[src/rtl/psdc_pkg.sv]
// ----------------------------------------------------------------------------
// psdc_pkg
// Shared types, status codes and scoring helpers for the password checker.
// ----------------------------------------------------------------------------
package psdc_pkg;

    localparam logic [1:0] ST_OK       = 2'd0;
    localparam logic [1:0] ST_TOO_LONG = 2'd1;
    localparam logic [1:0] ST_FULL     = 2'd2;

    localparam logic [2:0] WEAK_TOP   = 3'd2;
    localparam logic [2:0] MEDIUM_TOP = 3'd4;

    localparam logic [1:0] LVL_VERY_WEAK = 2'd0;
    localparam logic [1:0] LVL_WEAK      = 2'd1;
    localparam logic [1:0] LVL_MEDIUM    = 2'd2;
    localparam logic [1:0] LVL_STRONG    = 2'd3;

    typedef struct packed {
        logic lower;
        logic upper;
        logic digit;
        logic special;
    } flags_t;

    typedef struct packed {
        logic [2:0] score;
        logic [1:0] level;
        logic       blocked;
        logic       len_ok;
        flags_t     flags;
        logic [1:0] status;
    } res_t;

    function automatic flags_t classify(input logic [7:0] b);
        flags_t f;
        f = '0;
        if (b >= 8'h61 && b <= 8'h7a) begin
            f.lower = 1'b1;
        end else if (b >= 8'h41 && b <= 8'h5a) begin
            f.upper = 1'b1;
        end else if (b >= 8'h30 && b <= 8'h39) begin
            f.digit = 1'b1;
        end else begin
            f.special = 1'b1;
        end
        return f;
    endfunction

    function automatic logic [2:0] count_criteria(input logic len_ok, input flags_t f);
        return 3'(len_ok) + 3'(f.lower) + 3'(f.upper) + 3'(f.digit) + 3'(f.special);
    endfunction

    function automatic logic [1:0] level_of(input logic [2:0] s);
        logic [1:0] l;
        if (s == 3'd0) begin
            l = LVL_VERY_WEAK;
        end else if (s <= WEAK_TOP) begin
            l = LVL_WEAK;
        end else if (s <= MEDIUM_TOP) begin
            l = LVL_MEDIUM;
        end else begin
            l = LVL_STRONG;
        end
        return l;
    endfunction

endpackage

[src/rtl/psdc_front.sv]
// ----------------------------------------------------------------------------
// psdc_front
// Byte front end: tracks position and character classes, writes each byte within
// MAX_LEN to the candidate buffer and, while the blocklist is not full, to the
// next free blocklist slot, posts a job on the last byte.
// ----------------------------------------------------------------------------
module psdc_front
    import psdc_pkg::*;
#(
    parameter int MAX_LEN = 255,
    parameter int IDX_W   = 6,
    parameter int CNT_W   = 7,
    parameter int POS_W   = 9,
    parameter int POS_A   = 8
) (
    input  logic                   aclk,
    input  logic                   aresetn,
    input  logic                   s_valid,
    output logic                   s_ready,
    input  logic                   s_req_type,
    input  logic [7:0]             s_char_byte,
    input  logic                   s_last_byte,
    input  logic                   path_free,
    input  logic [CNT_W-1:0]       entry_count,
    input  logic                   entry_full,
    output logic                   cand_we,
    output logic [POS_A-1:0]       cand_waddr,
    output logic [7:0]             cand_wdata,
    output logic                   bl_we,
    output logic [IDX_W+POS_A-1:0] bl_waddr,
    output logic                   job_push,
    output logic                   job_req,
    output logic                   job_too_long,
    output logic [POS_W-1:0]       job_len,
    output flags_t                 job_flags
);

    logic [POS_W-1:0] pos_reg, pos_next;
    flags_t           flags_reg, flags_next;
    logic             accept, store;
    logic [POS_W-1:0] pos_inc;
    flags_t           flags_cur;

    assign s_ready = path_free;
    assign accept  = s_valid && s_ready;
    assign store   = (pos_reg < POS_W'(MAX_LEN));
    assign pos_inc = store ? pos_reg + POS_W'(1) : POS_W'(MAX_LEN + 1);
    assign flags_cur = store ? (flags_reg | classify(s_char_byte)) : flags_reg;

    always_comb begin
        pos_next   = pos_reg;
        flags_next = flags_reg;
        if (accept) begin
            if (s_last_byte) begin
                pos_next   = '0;
                flags_next = '0;
            end else begin
                pos_next   = pos_inc;
                flags_next = flags_cur;
            end
        end
    end

    always_ff @(posedge aclk) begin
        if (!aresetn) begin
            pos_reg   <= '0;
            flags_reg <= '0;
        end else begin
            pos_reg   <= pos_next;
            flags_reg <= flags_next;
        end
    end

    assign cand_we    = accept && store;
    assign cand_waddr = pos_reg[POS_A-1:0];
    assign cand_wdata = s_char_byte;
    // stage into the next free slot; it only counts once an insert commits
    assign bl_we      = accept && store && !entry_full;
    assign bl_waddr   = {entry_count[IDX_W-1:0], pos_reg[POS_A-1:0]};

    assign job_push     = accept && s_last_byte;
    assign job_req      = s_req_type;
    assign job_too_long = !store;
    assign job_len      = pos_inc;
    assign job_flags    = flags_cur;

endmodule

[config.mk]
export PLATFORM = sky130hd
export DESIGN_NAME = psdc_front
export DESIGN_NICKNAME = d
export VERILOG_FILES = /design/src/rtl/psdc_pkg.sv /design/src/rtl/psdc_front.sv
export SDC_FILE = /design/constraint.sdc
export NUM_CORES = 1
export LEC_CHECK = 0
export ABC_AREA = 1
export BUFFER_PORTS_ARGS = -buffer_cell sky130_fd_sc_hd__buf_4
export CAP_MARGIN = 15
export CELL_PAD_IN_SITES_DETAIL_PLACEMENT = 1
export CELL_PAD_IN_SITES_GLOBAL_PLACEMENT = 1
export CORE_MARGIN = 2
export CORE_UTILIZATION = 29
export CTS_CLUSTER_DIAMETER = 150
export CTS_CLUSTER_SIZE = 40
export DETAILED_ROUTE_END_ITERATION = 16
export PLACE_DENSITY = 0.92
export SETUP_SLACK_MARGIN = 0.3
export SLEW_MARGIN = 25
export SYNTH_ARGS = -nofsm -noshare
export SYNTH_HDL_FRONTEND = slang
export SYNTH_SLANG_ARGS = --single-unit
[constraint.sdc]
create_clock -name aclk -period 3.08 [get_ports aclk]
set_input_delay 0.462 -clock aclk [delete_from_list [all_inputs] [get_ports aclk]]
set_output_delay 0.462 -clock aclk [all_outputs]
set_load 0.05 [all_outputs]
======== Word-level counts from Yosys, hierarchy flattened ========
Cells that the tools add are included.
storage, ports and cells
  flip-flop bits (word level) ............. 13
  bits of input ports ..................... 22
  output and inout bits ................... 49
  logic and storage cells ................. 33
operators by class
  add/sub/neg operators ................... 1
  magnitude comparators ................... 7
  muxes and demuxes ....................... 10
  bitwise gates (word level) .............. 1
  reduce and logical (&&, ||, !) cells .... 9
operators with widths
  cell                                                                                 count
  9-bit 2-to-1 mux                                                                     2
  8-bit by 7-bit greater-or-equal comparator with 1-bit output, second input constant  2
  8-bit by 7-bit <= comparator with 1-bit output, second input constant                2
  9-bit by 1-bit adder with 9-bit output, second input constant                        1
  9-bit by 8-bit < comparator with 1-bit output, second input constant                 1
  8-bit by 6-bit greater-or-equal comparator with 1-bit output, second input constant  1
  8-bit by 6-bit <= comparator with 1-bit output, second input constant                1
  4-bit 2-to-1 mux                                                                     2
  1-bit logical AND                                                                    7
  1-bit 2-to-1 mux                                                                     4
  4-bit OR                                                                             1
  3-bit 2-to-1 mux                                                                     1
  1-bit logical NOT                                                                    2
  2-bit 2-to-1 mux                                                                     1

======== Longest topological paths before layout ========
Gate-level depths: netlist of run 1.
  depth after elaboration ................. 8
  gate-level depth with buffers ........... 10
  depth with buffers taken out ............ 10

======== Worst setup path after synthesis of run 1 ========
OpenSTA, ideal clock, no wires.
  path type ............................... input -> output
  start ................................... input port s_valid
  end ..................................... output port bl_we
  data arrival time ....................... 1.890 ns
  path slack .............................. 0.728 ns
  cell stages on the path ................. 3
  path buffers ............................ 1
  path through ............................ nand2_1 -> clkbuf_1 -> nor3_1
between the ends
  cells in the longest elaborated chain, start to end .. 3
RTL lines
  element                          RTL line          source
  from (decl)                      psdc_front.sv:18  input logic s_valid,
  1-bit logical AND                psdc_front.sv:45  assign accept = s_valid && s_ready;
  1-bit logical AND (2 in series)  psdc_front.sv:78  assign bl_we = accept && store && !entry_full;
  to (decl)                        psdc_front.sv:29  output logic bl_we,
No other way between the ends.

======== Worst setup path after layout of run 1 ========
  start ................................... register pos_reg[0]
  end ..................................... output port job_len[8]
between the ends
  cells in the longest elaborated chain, start to end .. 2
  elaborated cells on any way between the ends .. 3
  those cells by class .................... add/sub: 1; order compare: 1; mux: 1
RTL lines
  element                                                                                                         RTL line                            source
  from (decl)                                                                                                     psdc_front.sv:38                    logic [POS_W-1:0] pos_reg, pos_next;
  from (signal assigned)                                                                                          psdc_front.sv:69                    pos_reg <= pos_next;
  9-bit by 1-bit adder with 9-bit output / 9-bit by 8-bit < comparator with 1-bit output (equally long branches)  psdc_front.sv:47, psdc_front.sv:46
  9-bit 2-to-1 mux (*)                                                                                            psdc_front.sv:47                    assign pos_inc = store ? pos_reg + POS_W'(1) : POS_W'(MAX_LEN + 1);
  to (decl)                                                                                                       psdc_front.sv:34                    output logic [POS_W-1:0] job_len,
Every way passes the cells marked *; elsewhere a longest branch is shown, timed or not.

==> results of run 1 <==
## worst max-delay path, cell delays in order (launching register included)
cell and delay, ns:
dfxtp_1 0.56, ha_1 0.31, nand2_1 0.07, inv_1 0.11, nand2_1 0.09, inv_1 0.09, nand4_1 0.10, nand2_2 0.10
buf_4 0.19
## logic make-up (layout without fill, tap and decap cells)
kind of cell	Yosys count	after routing	share of synthesized area
adder cells (fa/ha/maj)	1	1	0.0110
buffers and inverters	59	84	0.313
XOR/XNOR	1	1	0.00772
flip-flops	13	13	0.229
AND/OR/NAND/NOR	91	91	0.353
AO/OA/AOI/OAI	19	19	0.0860
## cells in the mapped netlist
| library cell | count |
|---|---|
| inv_1 | 23 |
| a21o_1 | 1 |
| nand2_2 | 3 |
| nand2_4 | 1 |
| nor2_4 | 1 |
| a21oi_1 | 13 |
| clkinv_1 | 1 |
| ha_1 | 1 |
| buf_4 | 32 |
| nor2_1 | 24 |
| o21ai_0 | 5 |
| nand3_1 | 6 |
| dfxtp_1 | 13 |
| nand4_1 | 3 |
| inv_4 | 1 |
| xor2_1 | 1 |
| nor2_2 | 5 |
| nand3_2 | 1 |
| nand2_1 | 45 |
| buf_8 | 1 |
| clkbuf_1 | 1 |
| nor3_1 | 2 |
## metrics by stage
| stage | cell area, um^2 | instances | worst slack, ns | power, mW | utilization |
|---|---|---|---|---|---|
| floorplan | 1130 | 184 | 0.728 | 0.284 | - |
| global placement | 1350 | 253 | 1.09 | 0.292 | 0.363 |
| detailed placement | 1350 | 253 | 1.04 | 0.294 | 0.363 |
| CTS | 1390 | 257 | 0.755 | 0.447 | 0.375 |
| global route | 1390 | 257 | 0.629 | 0.466 | 0.375 |
| finish | 1390 | 257 | 0.751 | 0.445 | 0.375 |
## routing by layer
layer  global-route usage  part of all wire  vias up
li1                     -                 -      581
met5                    0                 0        -
met3               0.0355             0.067        4
met4               0.0383            0.0095        0
met1                0.162              0.41      514
met2                0.261              0.51       40
## area by class of cell
cell class	count	area (um^2)	share of cell area
inverter	25	96.3	0.0691
sequential	13	260	0.187
clock buffer	4	45.0	0.0323
timing repair buffer	55	413	0.296
multi-input combinational	112	519	0.373
tap	48	60.1	0.0431
## cells in the final DEF (no fill, tap or decap)
master,Yosys,final
o21ai_0,5,5
a21oi_1,13,13
nor2_1,24,24
nor2_2,5,5
nor3_1,2,2
dfxtp_1,13,13
nor2_4,1,1
ha_1,1,1
nand2_1,45,45
nand2_4,1,1
clkbuf_8,0,3
buf_4,32,55
inv_1,23,23
inv_4,1,1
nand4_1,3,3
clkbuf_1,1,1
nand3_2,1,1
xor2_1,1,1
nand2_2,3,3
clkinv_1,1,1
nand3_1,6,6
a21o_1,1,1
## power groups by stage
| stage | registers [mW] | clock network, mW | logic [mW] |
|---|---|---|---|
| floorplan | 0.176 | 0 | 0.109 |
| global placement | 0.176 | 0 | 0.116 |
| detailed placement | 0.176 | 0 | 0.117 |
| CTS | 0.173 | 0.156 | 0.118 |
| global route | 0.173 | 0.168 | 0.125 |
| finish | 0.173 | 0.155 | 0.117 |
## worst paths after layout
kind	startpoint	endpoint	slack, ns	cells past startpoint
setup / recovery	pos_reg[0]	job_len[8]	0.75	8
hold / removal	flags_reg[0]	flags_reg[0]	0.47	2
setup reg to reg	pos_reg[0]	pos_reg[8]	1.39	9
hold reg to reg	flags_reg[0]	flags_reg[0]	0.47	2
==> out/qor.tcl, run 1 <==
set qor(status) {finished, final reports clean}
set qor(max-cap-violations) 0
set qor(vdd.ir_drop.worst_mv) 0.182
set qor(fmax_mhz) 429
set qor(power.switching_mw) 0.147
set qor(timing.slew.headroom) 0.650
set qor(grt_pass1_vias) 1086
set qor(ys_top_cells_by_area) {dfxtp_1 (23%), buf_4 (21%), nand2_1 (15%)}
set qor(gr-total-overflow) 0
set qor(synth.lib_cells_used.distinct) 22
set qor(dieArea_um2) 4430
set qor(clk_root_buffer_cell) {clkbuf_8}
set qor(cts_tree) {yes}
set qor(antennaDiodeCount) 0
set qor(worst_hold_path_type) {flop to flop}
set qor(wl_um) 3050
set qor(totalNegativeSetupSlack_ns) 0
set qor(floorplan.initialDensity) 0.305
set qor(pin_count_of_the_biggest_net_entering_global_routing) 16
set qor(fin_skew_ns) 0.00466
set qor(worst_path_maximum_fanout) 10
set qor(slew_violations) 0
set qor(mappedNetlistArea_um2) 1130
set qor(vias) 1139
set qor(place.gp.congestion) 0.745
set qor(postSynthNetCount) 207
set qor(post_cts_resize_count) 0
set qor(drc_errors) 0
set qor(critical_path.startpoint_type) {flop}
set qor(layout_fillers) 511
set qor(path_class) {flop to output pin}
set qor(cts_buffer_depth) 2
set qor(total_leakage_power_nw) 0.738
set qor(final-hold-violation-count) 0
set qor(drt-pass1-iter-count) 4
set qor(seqPwrFrac) 0.389
set qor(worstMarginPinSlew_ns) 0.524
set qor(synth-seq-area-share) 0.229
set qor(power.combinational.fraction) 0.262
set qor(post-cts-setup-buffer-count) 0
set qor(final_critical_delay_including_setup_and_external_delays_ns) 2.33
set qor(crit_arrival_ns) 1.87
set qor(worst_ep_required_time_ns) 2.62
set qor(final_antenna_net_count) 0
set qor(viasPerCell) 4.43
set qor(io_buffers) 55
set qor(final_net_count) 233
set qor(ys_warn_count) 0
set qor(routed_wl_per_cell_um) 11.9
set qor(core_um2) 3720
set qor(min_period_over_period) 0.756
set qor(hold-worst-slack_ns) 0.471
set qor(dp_hpwl_um) 2390
set qor(post_route_cells_drive_above_1_share) 0.335
set qor(drt-initial-drc-count) 21
set qor(number_of_antenna_violations_at_the_first_check_in_global_routing) 0
set qor(net_switching_share_of_the_total_power) 0.330
set qor(die_width_um) 66.6
set qor(track_usage) 0.142
set qor(largest_register_ffs) 9
set qor(synthToLayoutAreaGrowth_pct) 22.8
set qor(placement_rows) 22
set qor(clock_power_share) 0.349
set qor(clock_sink_count) 13
set qor(synth_cells) 184
set qor(worstSkewPairLatency_ns) 0.25
set qor(cts.hold.buffers_added) 0
set qor(design.portCount) 71
set qor(power.internal_mw) 0.298
set qor(htreeDepth) 1
set qor(synth-seq-cells) 13
set qor(average_cell_area_after_synthesis_um2) 6.17
set qor(synth_largest_area_cell) {dfxtp_1}
set qor(yosysTopAreaCellShare) 0.229
set qor(crit_path_end_kind) {output pin}
set qor(setup_violations) 0
set qor(cts_made_buffers) 3
set qor(grt_pass1_wl_um) 4820
set qor(fp.dieH_um) 66.6
set qor(clkTransAtPathRegs_ns) 0.05
set qor(rsz0062_at_grt) {false}
set qor(cellPowerDensity_nw_per_um2) 319
(Power assumes the default switching activity.)
==> inputs of run 2 (changes only) <==
Settings changed: CORE_UTILIZATION 29 to 27, PLACE_DENSITY 0.92 to 0.87.
Clock period 3.08 ns to 2.3 ns, I/O delays scaled along.
==> run 2 against run 1 <==
Clock skew is 0.0023 ns lower; worst hold slack worse by 0.029 ns; critical endpoint is now job_len[2]; critical path depth is 2 lower; sequential power is 29% higher.
==> out/qor.tcl, run 2 (same netlist as run 1, synthesis figures left out) <==
set qor(path_class) {flop to output pin}
set qor(timing.rr.start) {pos_reg[4]}
set qor(power.combinational.fraction) 0.273
set qor(status) {finished, final reports clean}
set qor(worst_hold_path_type) {input pin to flop}
set qor(vias) 1150
set qor(final_cell_mix) {buf_4 (58), nand2_1 (45), inv_1 (23)}
set qor(final_net_count) 238
set qor(htreeDepth) 1
set qor(cellPowerDensity_nw_per_um2) 392
set qor(antennaDiodeCount) 0
set qor(io_buffers) 55
set qor(timing.slew.headroom) 0.625
set qor(fp.dieH_um) 68.8
set qor(dieArea_um2) 4740
set qor(crit_path_cell_trace) {buf_4, nand3_2, nand2_8, buf_4, nor3_1, buf_4}
set qor(fin_skew_ns) 0.00231
set qor(dp_hpwl_um) 2350
set qor(clk_root_buffer_cell) {clkbuf_8}
set qor(floorplan.initialDensity) 0.282
set qor(critical_path_depth) 6
set qor(drt-initial-drc-count) 48
set qor(setup_violations) 0
set qor(largest_register_ffs) 9
set qor(cts.hold.buffers_added) 0
set qor(number_of_antenna_violations_at_the_first_check_in_global_routing) 0
set qor(final_critical_delay_including_setup_and_external_delays_ns) 1.90
set qor(final_antenna_net_count) 0
set qor(layout_fillers) 548
set qor(grt_pass1_vias) 1086
set qor(cts_made_buffers) 3
set qor(power.internal_mw) 0.392
set qor(pin_count_of_the_biggest_net_entering_global_routing) 16
set qor(vdd.ir_drop.worst_mv) 0.256
set qor(cts_buffer_depth) 2
set qor(hold-worst-slack_ns) 0.442
set qor(timing.hold.worst.start) {s_last_byte}
set qor(die_width_um) 68.8
set qor(cell_depth_of_the_worst_hold_path) 4
set qor(power.switching_mw) 0.194
set qor(slew_violations) 0
set qor(worstSkewPairLatency_ns) 0.24
set qor(synthToLayoutAreaGrowth_pct) 31.9
set qor(layout.cell_area.non_filler_um2) 1500
set qor(gr-total-overflow) 0
set qor(design.portCount) 71
set qor(multiInputGateArea_um2) 553
set qor(clock_sink_count) 13
set qor(critical_path.startpoint_type) {flop}
set qor(p_total_mw) 0.587
set qor(critPathSlowestCell) {dfxtp_1}
set qor(max-cap-violations) 0
set qor(critical_path.top_delay_family) {buffers and inverters}
set qor(utilization_of_the_core_after_routing) 0.371
set qor(clock_power_share) 0.345
set qor(worst_path_maximum_fanout) 8
set qor(seqPwrFrac) 0.382
set qor(total_leakage_power_nw) 0.774
set qor(drc_errors) 0
set qor(place.gp.congestion) 0.788
set qor(cts_tree) {yes}
set qor(totalNegativeSetupSlack_ns) 0
set qor(fmax_mhz) 527
set qor(viasPerCell) 4.36
set qor(most_common_cell_after_layout_fill_and_taps_aside) {buf_4}
set qor(worstSetupStartpoint) {pos_reg[0]}
set qor(drt-pass1-iter-count) 4
set qor(rsz0062_at_grt) {false}
set qor(net_switching_share_of_the_total_power) 0.331
set qor(core_um2) 4030
set qor(critPathMaxStageDelay_ns) 0.34
set qor(worst_ep_required_time_ns) 1.96
set qor(post_route_cells_drive_above_1_share) 0.407
set qor(placed_area_um2) 1370
set qor(ff2ff_path_depth) 8
set qor(crit_path_end_kind) {output pin}
set qor(min_period_over_period) 0.825
set qor(routed_wl_per_cell_um) 12.0
set qor(cp.buffers_inverters) 3
set qor(final-seq-area_um2) 280
set qor(grt_pass1_wl_um) 4800
set qor(worstMarginPinSlew_ns) 0.561
set qor(clkTransAtPathRegs_ns) 0.06
set qor(wl_um) 3160
set qor(crit_top_cell) {buf_4}
set qor(track_usage) 0.136
set qor(placement_rows) 23
set qor(final-hold-violation-count) 0
set qor(crit_arrival_ns) 1.55
run 2: metal layers:
metal,vias to the layer above,track usage,share of wire
met5,-,0,0
met4,0,0.0637,0.015
met3,4,0.0292,0.044
met2,27,0.240,0.53
met1,529,0.155,0.41
li1,590,-,-
run 2: repair_timing:
action / in CTS / in global routing
buffers inserted: 3 / 0
gates resized for setup: 7 / 13
endpoints found under the setup margin: 5 / 10
pin swaps: 1 / 0
gates cloned: 0 / 0
run 2: path summary, 6_finish.rpt:
check / to / slack, ns
min: pos_reg[5] / 0.44
max reg2reg: pos_reg[4] / 0.93
min reg2reg: flags_reg[0] / 0.47
max: job_len[2] / 0.40
run 2: layout make-up:
class,instances,share of cell area
multi-input cells,112,0.370
inverters,25,0.0644
repair buffers,60,0.306
well taps,50,0.0418
clock inverters,1,0.00334
clock buffers,3,0.0276
flip-flops and latches,13,0.187
run 2: metrics by stage:
| step | std cells | worst slack, ns |
|---|---|---|
| finish | 264 | 0.403 |
| global route | 264 | 0.302 |
| CTS | 264 | 0.351 |
| detailed placement | 257 | 0.437 |
| global placement | 257 | 0.456 |
| floorplan | 184 | 0.101 |
run 2: power by group through the flow:
stage | registers (mW) | clock network, mW | logic, mW
after floorplan | 0.235 | 0 | 0.146
after global placement | 0.234 | 0 | 0.158
after detailed placement | 0.234 | 0 | 0.161
after CTS | 0.229 | 0.211 | 0.161
after global routing | 0.225 | 0.224 | 0.171
final | 0.224 | 0.202 | 0.160
run 2: tightest hold or removal path, cell delays in order:
cell     delay [ns]
buf_4          0.09
nor2_2         0.08
nand2_1        0.08
a21oi_1        0.05
==> inputs of run 3 (changes only) <==
Clock period 2.3 ns to 1.98 ns, I/O delays scaled along.
==> run 3 against run 2 <==
Sequential power is 18% higher; utilization is 6.3 points higher; global-route usage is 3.8 points higher; wire length is 23% higher; largest cell class is now buffers; critical path type unchanged; power is 24% higher; register-to-register slack worse by 0.45 ns; cell count is 6.8% higher; first-iteration DRC count is 4.2% higher.
==> out/qor.tcl, run 3 (same netlist as run 1, synthesis figures left out) <==
set qor(status) {finished, final reports clean}
set qor(floorplan.initialDensity) 0.282
set qor(post_route_cells_drive_above_1_share) 0.517
set qor(timing.slew.headroom) 0.706
set qor(clock_sink_count) 13
set qor(timing.rr.start) {pos_reg[1]}
set qor(core_um2) 4030
set qor(rsz0062_at_grt) {true}
set qor(final_antenna_net_count) 0
set qor(critPathSlowestCell) {dfxtp_4}
set qor(dp_hpwl_um) 2450
set qor(totalNegativeSetupSlack_ns) 0
set qor(io_buffers) 55
set qor(worstSetupStartpoint) {pos_reg[1]}
set qor(total_leakage_power_nw) 0.897
set qor(number_of_antenna_violations_at_the_first_check_in_global_routing) 0
set qor(most_common_cell_after_layout_fill_and_taps_aside) {buf_4}
set qor(cellPowerDensity_nw_per_um2) 414
set qor(cts_made_buffers) 3
set qor(gr-total-overflow) 0
set qor(vias) 1260
set qor(multiInputGateArea_um2) 601
set qor(drt-pass1-iter-count) 4
set qor(layout.cell_area.non_filler_um2) 1750
set qor(final_cell_mix) {buf_4 (58), nand2_1 (40), nor2_1 (22)}
set qor(worstSkewPairLatency_ns) 0.26
set qor(utilization_of_the_core_after_routing) 0.434
set qor(place.gp.congestion) 0.730
set qor(clkTransAtPathRegs_ns) 0.06
set qor(timing.hold.worst.start) {s_last_byte}
set qor(worst_ep_required_time_ns) 1.68
set qor(htreeDepth) 1
set qor(placed_area_um2) 1430
set qor(setup_violations) 0
set qor(clk_root_buffer_cell) {clkbuf_8}
set qor(crit_arrival_ns) 1.47
set qor(max-cap-violations) 0
set qor(cts_tree) {yes}
set qor(grt_pass1_wl_um) 5760
set qor(final-hold-violation-count) 0
set qor(r2r_setup_slk_ns) 0.48
set qor(dieArea_um2) 4740
set qor(final-seq-area_um2) 274
set qor(path_class) {flop to output pin}
set qor(worst_hold_path_type) {input pin to flop}
set qor(min_period_over_period) 0.892
set qor(largest_register_ffs) 9
set qor(vdd.ir_drop.worst_mv) 0.278
set qor(final_net_count) 256
set qor(die_width_um) 68.8
set qor(slew_violations) 0
set qor(cts_buffer_depth) 2
set qor(layout_fillers) 528
set qor(crit_path_cell_trace) {nand2_4, nor2_4, nand3_2, nand2_4, buf_6, nor2_2, buf_6}
set qor(critPathMaxStageDelay_ns) 0.39
set qor(worstMarginPinSlew_ns) 0.440
set qor(fp.dieH_um) 68.8
set qor(final_critical_delay_including_setup_and_external_delays_ns) 1.77
set qor(antennaDiodeCount) 0
set qor(viasPerCell) 4.47
set qor(synthToLayoutAreaGrowth_pct) 54.2
set qor(wl_um) 3900
set qor(routed_wl_per_cell_um) 13.8
set qor(track_usage) 0.174
set qor(crit_path_end_kind) {output pin}
set qor(grt_pass1_vias) 1175
set qor(design.portCount) 71
set qor(drc_errors) 0
set qor(fmax_mhz) 566
set qor(fin_skew_ns) 0.000893
set qor(pin_count_of_the_biggest_net_entering_global_routing) 11
set qor(placement_rows) 23
set qor(worst_path_maximum_fanout) 6
set qor(critical_path.startpoint_type) {flop}
set qor(drt-initial-drc-count) 50
[run 3: critical path: cells and delay by family (launching register included)]
kind,cells,cell delay (ns)
AND/OR/NAND/NOR,5,0.48
flip-flops,1,0.39
buffers and inverters,2,0.33
[run 3: final cells by class]
class / instances / area share
Tap cell: 50 / 0.0357
Multi-Input combinational cell: 112 / 0.343
Clock buffer: 3 / 0.0236
Inverter: 25 / 0.0565
Clock inverter: 1 / 0.00286
Sequential cell: 13 / 0.157
Timing Repair Buffer: 78 / 0.382
[run 3: metrics by stage]
stage               setup WS, ns  instances  hold slack [ns]  total power, mW
finish                     0.213        282            0.381            0.725
detailed placement         0.256        263            0.472            0.463
global route               0.142        282            0.392            0.753
CTS                        0.256        279            0.383            0.716
global placement           0.276        263            0.459            0.459
floorplan                  0.230        184            0.443            0.444
[run 3: worst paths after layout]
path | to | depth (start not counted)
max | job_len[3] | 7
min | pos_reg[0] | 4
max reg2reg | pos_reg[6] | 10
min reg2reg | flags_reg[3] | 2
[run 3: report_power, final]
| part | switching, mW | internal, mW |
|---|---|---|
| Sequential | 0.00314 | 0.262 |
| Clock | 0.117 | 0.140 |
| Combinational | 0.133 | 0.0692 |
[run 3: metal layers]
metal,wire [um],global-route usage,share of wire
met4,96,0.110,0.025
met1,1670,0.204,0.43
met3,143,0.0357,0.037
met2,1980,0.287,0.51
met5,0,0,0
[run 3: repair_timing]
action,4_1_cts,5_1_grt
setup endpoints to repair,15,15
setup buffers,12,3
cloned,0,0
hold buffers,0,0
pin swaps,13,9
resized for setup,38,12
